==> config.mk <==
export PLATFORM = sky130hd
export DESIGN_NAME = ape_ctrl
export DESIGN_NICKNAME = d
export VERILOG_FILES = /design/src/hdl/ape_pkg.sv /design/src/hdl/ape_ctrl.sv
export SDC_FILE = /design/constraint.sdc
export NUM_CORES = 1
export LEC_CHECK = 0
export ABC_AREA = 1
export BUFFER_PORTS_ARGS = -buffer_cell sky130_fd_sc_hd__buf_4
export CAP_MARGIN = 20
export CORE_MARGIN = 10
export CORE_UTILIZATION = 56
export CTS_CLUSTER_SIZE = 14
export DETAILED_ROUTE_END_ITERATION = 8
export PLACE_DENSITY = 0.91
export SYNTH_ARGS = -nofsm -noshare
export SYNTH_HDL_FRONTEND = slang
export SYNTH_SLANG_ARGS = --single-unit
==> constraint.sdc <==
create_clock -name clk -period 2.7 [get_ports clk]
set_input_delay 0.54 -clock clk [delete_from_list [all_inputs] [get_ports clk]]
set_output_delay 0.54 -clock clk [all_outputs]
set_load 0.02 [all_outputs]
==> src/hdl/ape_pkg.sv <==
// Shared types, constants and saturating arithmetic helpers for the
// averaged perceptron engine. No dependencies.
package ape_pkg;

	localparam int APE_MOVE_COUNT = 32;
	localparam int APE_ROW_COUNT  = 4096;

	localparam logic signed [63:0] S64_MAX = 64'sh7FFF_FFFF_FFFF_FFFF;
	localparam logic signed [63:0] S64_MIN = 64'sh8000_0000_0000_0000;
	localparam logic signed [47:0] S48_MAX = 48'sh7FFF_FFFF_FFFF;
	localparam logic signed [47:0] S48_MIN = 48'sh8000_0000_0000;
	localparam logic signed [31:0] S32_MAX = 32'sh7FFF_FFFF;
	localparam logic signed [31:0] S32_MIN = 32'sh8000_0000;

	// Operation selected by one request.
	typedef enum logic [1:0] {
		MODE_SCORE  = 2'd0,
		MODE_UPDATE = 2'd1,
		MODE_ARGMAX = 2'd2,
		MODE_AVG    = 2'd3
	} ape_mode_t;

	// Request payload.
	typedef struct packed {
		ape_mode_t          mode;
		logic               first;
		logic [11:0]        feature_index;
		logic signed [31:0] feature_value;
		logic [4:0]         guess_move;
		logic [4:0]         truth_move;
		logic [31:0]        allowed_mask;
	} ape_in_t;

	// Result payload.
	typedef struct packed {
		logic [4:0]         best_move;
		logic signed [47:0] top_score;
		logic               found;
	} ape_out_t;

	// One stored entry: weight, accumulated weight and last-update stamp.
	typedef struct packed {
		logic signed [31:0] w;
		logic signed [63:0] acc;
		logic [31:0]        stamp;
	} ape_entry_t;

	// Controller state.
	typedef enum logic [4:0] {
		ST_CLEAR, ST_IDLE, ST_DISPATCH,
		ST_SC_RD, ST_SC_ADD, ST_AM,
		ST_UP_RD, ST_UP_LAT, ST_UP_MUL, ST_UP_ACC, ST_UP_WR,
		ST_AV_RD, ST_AV_LAT, ST_AV_MUL, ST_AV_ACC, ST_AV_DIV, ST_AV_WAIT, ST_AV_WR,
		ST_DONE
	} ape_state_t;

	// Commands from the controller to the datapath.
	typedef struct packed {
		logic load;
		logic clr_step;
		logic rd;
		logic lat;
		logic mul;
		logic acc;
		logic div_go;
		logic wr_upd;
		logic wr_avg;
		logic sc_add;
		logic am_step;
		logic pred_sel;
	} ape_cmd_t;

	// Status from the datapath to the controller.
	typedef struct packed {
		ape_mode_t mode;
		logic      clr_last;
		logic      row_ok;
		logic      upd_ok;
		logic      avg_ok;
		logic      skip;
		logic      div_done;
	} ape_sts_t;

	// Saturating 64-bit signed add.
	function automatic logic signed [63:0] add64(input logic signed [63:0] a,
			input logic signed [63:0] b);
		logic [64:0] s;
		s = {a[63], a} + {b[63], b};
		if (s[64] != s[63]) begin
			add64 = s[64] ? S64_MIN : S64_MAX;
		end else begin
			add64 = s[63:0];
		end
	endfunction

	// Saturating add of a 32-bit weight into a 48-bit score.
	function automatic logic signed [47:0] add48(input logic signed [47:0] a,
			input logic signed [31:0] b);
		logic [48:0] s;
		s = {a[47], a} + {{17{b[31]}}, b};
		if (s[48] != s[47]) begin
			add48 = s[48] ? S48_MIN : S48_MAX;
		end else begin
			add48 = s[47:0];
		end
	endfunction

	// Weight plus a 33-bit delta, saturated to 32 bits.
	function automatic logic signed [31:0] addw(input logic signed [31:0] w,
			input logic signed [32:0] d);
		logic [33:0] s;
		s = {w[31], w[31], w} + {d[32], d};
		if (s[33:31] == 3'b000 || s[33:31] == 3'b111) begin
			addw = s[31:0];
		end else begin
			addw = s[33] ? S32_MIN : S32_MAX;
		end
	endfunction

endpackage

==> src/hdl/ape_ctrl.sv <==
// Controller state machine: sequences clearing, the per-move walks and the
// per-entry update and average steps. Depends on ape_pkg.
module ape_ctrl
	import ape_pkg::*;
#(
	parameter int MOVE_COUNT = APE_MOVE_COUNT
) (
	input  logic                          clk,
	input  logic                          arst_n,
	input  logic                          start,
	input  ape_sts_t                      sts,
	output ape_cmd_t                      cmd,
	output logic [$clog2(MOVE_COUNT)-1:0] move_idx,
	output logic                          busy,
	output logic                          done
);

	localparam int MW = $clog2(MOVE_COUNT);
	localparam int AM = (MOVE_COUNT < 32) ? MOVE_COUNT : 32;

	ape_state_t    state_q, state_d;
	logic [MW-1:0] cnt_q, cnt_d;
	logic          pred_q, pred_d;
	logic          last_move;

	assign last_move = cnt_q == MW'(MOVE_COUNT - 1);

	// Registers.
	always_ff @(posedge clk or negedge arst_n) begin
		if (!arst_n) begin
			state_q <= ST_CLEAR;
			cnt_q   <= '0;
			pred_q  <= 1'b0;
		end else begin
			state_q <= state_d;
			cnt_q   <= cnt_d;
			pred_q  <= pred_d;
		end
	end

	// Next state.
	always_comb begin
		state_d = state_q;
		cnt_d   = cnt_q;
		pred_d  = pred_q;
		unique case (state_q)
			ST_CLEAR: if (sts.clr_last) state_d = ST_IDLE;
			ST_IDLE: if (start) state_d = ST_DISPATCH;
			ST_DISPATCH: begin
				cnt_d  = '0;
				pred_d = 1'b0;
				unique case (sts.mode)
					MODE_SCORE:  state_d = sts.row_ok ? ST_SC_RD : ST_DONE;
					MODE_UPDATE: state_d = sts.upd_ok ? ST_UP_RD : ST_DONE;
					MODE_ARGMAX: state_d = ST_AM;
					MODE_AVG:    state_d = sts.avg_ok ? ST_AV_RD : ST_DONE;
				endcase
			end
			ST_SC_RD: state_d = ST_SC_ADD;
			ST_SC_ADD: begin
				if (last_move) begin
					state_d = ST_DONE;
				end else begin
					cnt_d   = cnt_q + MW'(1);
					state_d = ST_SC_RD;
				end
			end
			ST_AM: begin
				if (cnt_q == MW'(AM - 1)) begin
					state_d = ST_DONE;
				end else begin
					cnt_d = cnt_q + MW'(1);
				end
			end
			ST_UP_RD:  state_d = ST_UP_LAT;
			ST_UP_LAT: state_d = ST_UP_MUL;
			ST_UP_MUL: state_d = ST_UP_ACC;
			ST_UP_ACC: state_d = ST_UP_WR;
			ST_UP_WR: begin
				if (pred_q) begin
					state_d = ST_DONE;
				end else begin
					pred_d  = 1'b1;
					state_d = ST_UP_RD;
				end
			end
			ST_AV_RD:  state_d = ST_AV_LAT;
			ST_AV_LAT: state_d = ST_AV_MUL;
			ST_AV_MUL: begin
				// Entries never updated keep their values.
				if (!sts.skip) begin
					state_d = ST_AV_ACC;
				end else if (last_move) begin
					state_d = ST_DONE;
				end else begin
					cnt_d   = cnt_q + MW'(1);
					state_d = ST_AV_RD;
				end
			end
			ST_AV_ACC:  state_d = ST_AV_DIV;
			ST_AV_DIV:  state_d = ST_AV_WAIT;
			ST_AV_WAIT: if (sts.div_done) state_d = ST_AV_WR;
			ST_AV_WR: begin
				if (last_move) begin
					state_d = ST_DONE;
				end else begin
					cnt_d   = cnt_q + MW'(1);
					state_d = ST_AV_RD;
				end
			end
			ST_DONE: state_d = ST_IDLE;
			default: state_d = ST_IDLE;
		endcase
	end

	// Outputs.
	always_comb begin
		cmd          = '0;
		cmd.pred_sel = pred_q;
		cmd.load     = (state_q == ST_IDLE) && start;
		cmd.clr_step = state_q == ST_CLEAR;
		cmd.rd       = (state_q == ST_SC_RD) || (state_q == ST_UP_RD) || (state_q == ST_AV_RD);
		cmd.lat      = (state_q == ST_UP_LAT) || (state_q == ST_AV_LAT);
		cmd.mul      = (state_q == ST_UP_MUL) || (state_q == ST_AV_MUL);
		cmd.acc      = (state_q == ST_UP_ACC) || (state_q == ST_AV_ACC);
		cmd.div_go   = state_q == ST_AV_DIV;
		cmd.wr_upd   = state_q == ST_UP_WR;
		cmd.wr_avg   = state_q == ST_AV_WR;
		cmd.sc_add   = state_q == ST_SC_ADD;
		cmd.am_step  = state_q == ST_AM;
		busy         = state_q != ST_IDLE;
		done         = state_q == ST_DONE;
	end

	assign move_idx = cnt_q;

endmodule

* Yosys cells after proc, flatten, opt, wreduce, memory -nomap -nowiden
Index checks and enable logic that the tools add are counted.
** Storage, ports and cells
- Register bits :: 11
- Memory bits (read-only) :: 0
- RAM bits :: 0
- Latch bits :: 0
- Memories :: 0
** Cells by class
- Equal/unequal tests :: 28
- Mux-type cells :: 17
- Magnitude comparators :: 0
- Div/mod/pow operators :: 0
- Add/subtract/negate cells :: 1
- $mul :: 0
- Reductions and logical operators :: 13
- Shift-type cells :: 0
- Bitwise gates (word level) :: 0
** Operator list (count)
- $pmux W5 S18 :: 1
- $mux W5 :: 13
- $eq A5 B4 Y1 const B :: 8
- $eq A5 B3 Y1 const B :: 4
- $eq A5 B5 Y1 const B :: 4
- $pmux W5 S4 :: 1
- $pmux W5 S3 :: 1
- $eq A5 B2 Y1 const B :: 2
- $ne A2 B2 Y1 const B :: 4
- $add A5 B1 Y5 const B :: 1
- $eq A5 B1 Y1 const B :: 1
- $logic_not A5 Y1 :: 1
- $logic_or A1 B1 Y1 :: 5
- $ne A5 B1 Y1 const B :: 1
- $eq A2 B2 Y1 const B :: 2
- $reduce_and A4 Y1 :: 1
- $reduce_bool A3 Y1 :: 1
- $reduce_or A3 Y1 :: 1
- $eq A2 B1 Y1 const B :: 1
- $logic_not A2 Y1 :: 1
- $ne A2 B1 Y1 const B :: 1
- $pmux W1 S2 :: 1
- $reduce_and A2 Y1 :: 1
- $reduce_bool A2 Y1 :: 1
- $logic_and A1 B1 Y1 :: 1

* Logic depth before layout (Yosys ltp)
- Depth in word-level cells :: 4
- Mapped depth :: 13

* Worst setup path before layout
Ideal clock, no wire load.
- Kind :: flip-flop to output port
- From :: reg state_q[3]
- To :: out cmd[11] (netlist name)
- Data required time :: 2160 ps
- Data arrival time :: 1361 ps
- Stages on the path, launching flop included :: 4
- Slack :: 799 ps
- Cell sequence :: dfrtp_1 nor2_4 nand3_1 nor2_1
** RTL lines
- start, declared :: line ape_ctrl.sv:21 : ape_state_t state_q, state_d;
- start signal, assigned :: line ape_ctrl.sv:35 : state_q <= state_d;
- end, declared :: line ape_ctrl.sv:12 : output ape_cmd_t cmd,

==> results.md <==
- Final Hold Fails: 0
- Area grow syn2layout: 22.9%
- TritonCTS Buffers: 3
- Initial antenna violation count: 0
- Slew @ Worst Pin: 0.354 ns
- Vias in the first global route: 1236
- Post-DRT Antenna Nets: 0
- Setup crit end kind: output port
- Synthesized netlist net count: 192
- Yosys top cell area share: 24.0%
- Initial DRC count: 66
- Number of core rows: 16
- H-tree depth: 1
- Cts repair resizes: 0
- Die ar.: 0.00426 sq mm
- Die span in y: 65.3 microns
- Vias/cell: 5.31
- Final worst path period share: 84.8%
- RR Endpoint: state_q[0]
- Leading area contributor after synthesis: dfrtp_1
- First-pass GRT wire length: 5510 microns
- Post-CTS Hold Fix Bufs: 0
- Maximum vdd drop: 0.000586 V
- RSZ-0062 raised after global routing: no
- Synthesized area per cell: 6.45 sq um
- Layout net count: 224
- Routability cong.: 0.939
- Mapped Area: 0.00115 sq mm
- Congestion Overflow GR: 0
- Leak: 0.817 nW
- Top-count cell post-synth: nand2_1
- Port bufs: 29
- Power per cell area: 942 mW/mm^2
- CTS tree: done
- Routed WL: 3310 microns
- Syn Inst Count: 178
- Synth area leaders: dfrtp_1 24%, nand2_1 17%, nor2_1 8.2%
- Seq/Total Area, Yosys: 24.0%
- Layout cells sized above 1: 26.3%
- Fin Hold WS: 0.0735 ns
- Synth warnings: 0
- Core Area: 0.00196 sq mm
- Synth cell count leaders: 52 x nand2_1, 25 x nor2_1, 24 x inv_1, 11 x dfrtp_1, 11 x nand3_1
- Number of synthesized register bits: 11
- Final setup viols: 0
- Layout Skew: 0.000680 ns
- Clock sink count: 11
- Drt pass-1 iters: 4
- Clock latency on the worst-skew pair: 0.29 ns
- Max Root-Sink Buffers: 2
- Routed via count: 1253
- Kind of critical path: reg -> out
- WL per Instance: 14.0 microns
- Slew HR: 76.4%
- ANT cells: 0
- R2R setup slack: 0.89 ns
- R2R depth: 13
- Worst Hold Class: in -> async
- CP Launch Type: register
- Async SR Flop Fraction: 100%
- CP Max Fanout: 7
- Setup TNS: 0 ns
- Post-synth EDFFs: 0
- Root buffer cell: clkbuf_4
- Yosys cell types: 28
- FMAX: 0.437 GHz
- Initial core utilization: 58.5%
- IO Count: 30
- # DRC: 0
- Critical path arrival: 1.75 ns
- Worst EP required: 2.16 ns
- Clock period minus worst slack: 2.29 ns
- Final slew viol count: 0
- Die Width: 65.3 microns
- Post-DP HPWL: 2750 microns
- Status: complete, no violations
- Overall routing resource usage: 16.0%
- Clock transition at path regs: 0.08 ns
- Max-cap violations: 0
- Pin count of the biggest net entering global routing: 12
- Post-CTS Repair Setup Buffers: 0
- Synth Flop Type: dfrtp_1
- Launching point of the worst reg2reg path: move_idx[0]
routing by layer:
layer  track usage, %  vias to the layer above  wire [microns]
li1                 -                      624               -
met1             17.6                      569            1320
met2             27.6                       51            1670
met3             4.41                        9             241
met4             8.02                        0              83
met5                0                        -               0
cells in the final DEF (no fill, tap or decap), drive strengths merged:
cell type	count
nand3b	5
o211ai	1
a31oi	1
nand3	13
nand2	58
buf	29
o22ai	1
clkbuf	4
nor3	4
or2	1
o21ai	9
inv	28
ha	3
a211oi	1
nand4	4
nor4	1
xor2	2
nor2	33
dfrtp	11
power breakdown:
group | internal, mW | leakage [nW] | switching, mW
Combinational | 0.313 | 0.656 | 0.600
Sequential | 0.217 | 0.146 | 0.0758
Clock | 0.0575 | 0.0150 | 0.0665
Total | 0.587 | 0.817 | 0.742
flip-flops by register name, summed over array words and instances (netlist names):
register  count
move_idx      5
pred_q        1
state_q       5
worst max path at each step:
| stage | start | slack (ns) | cells after the start | end |
|---|---|---|---|---|
| global route | state_q[4] | 0.28 | 7 | cmd[9] |
| detailed placement | state_q[1] | 0.73 | 4 | cmd[9] |
| CTS | state_q[1] | 0.42 | 4 | cmd[9] |
| floorplan | state_q[3] | 0.80 | 3 | cmd[11] |
| finish | state_q[1] | 0.41 | 4 | cmd[9] |
| global placement | state_q[4] | 0.78 | 7 | cmd[9] |
per-stage QoR:
step           util (%)  power (mW)  std cells  worst slack, ns  instance area [sq um]
6_report           71.9        1.33        236            0.411                   1410
3_5_place_dp       70.6        1.21        232            0.727                   1390
5_1_grt            71.9        1.45        236            0.281                   1410
2_1_floorplan         -       0.947        178            0.799                   1150
4_1_cts            71.9        1.33        236            0.416                   1410
3_3_place_gp       70.6        1.19        232            0.779                   1390
layout make-up:
type / instances / area (sq um)
multi-input combinational: 137 / 753
fill: 179 / 551
sequential: 11 / 275
timing repair buffer: 29 / 218
inverter: 28 / 105
tap: 27 / 33.8
clock buffer: 4 / 26.3
cells by family after synthesis:
kind of cell    synth area share, %
flops                          24.0
compound gates                 6.65
fa+ha+maj                      3.27
xor+xnor                       1.53
simple gates                   54.1
buf+inv                        10.5
critical path, stage by stage (launching register included):
cell	delay [ns]
dfrtp_1	0.46
nand2_1	0.32
o21ai_0	0.22
or2_2	0.30
buf_4	0.16
Power figures use the tool's default switching activity.
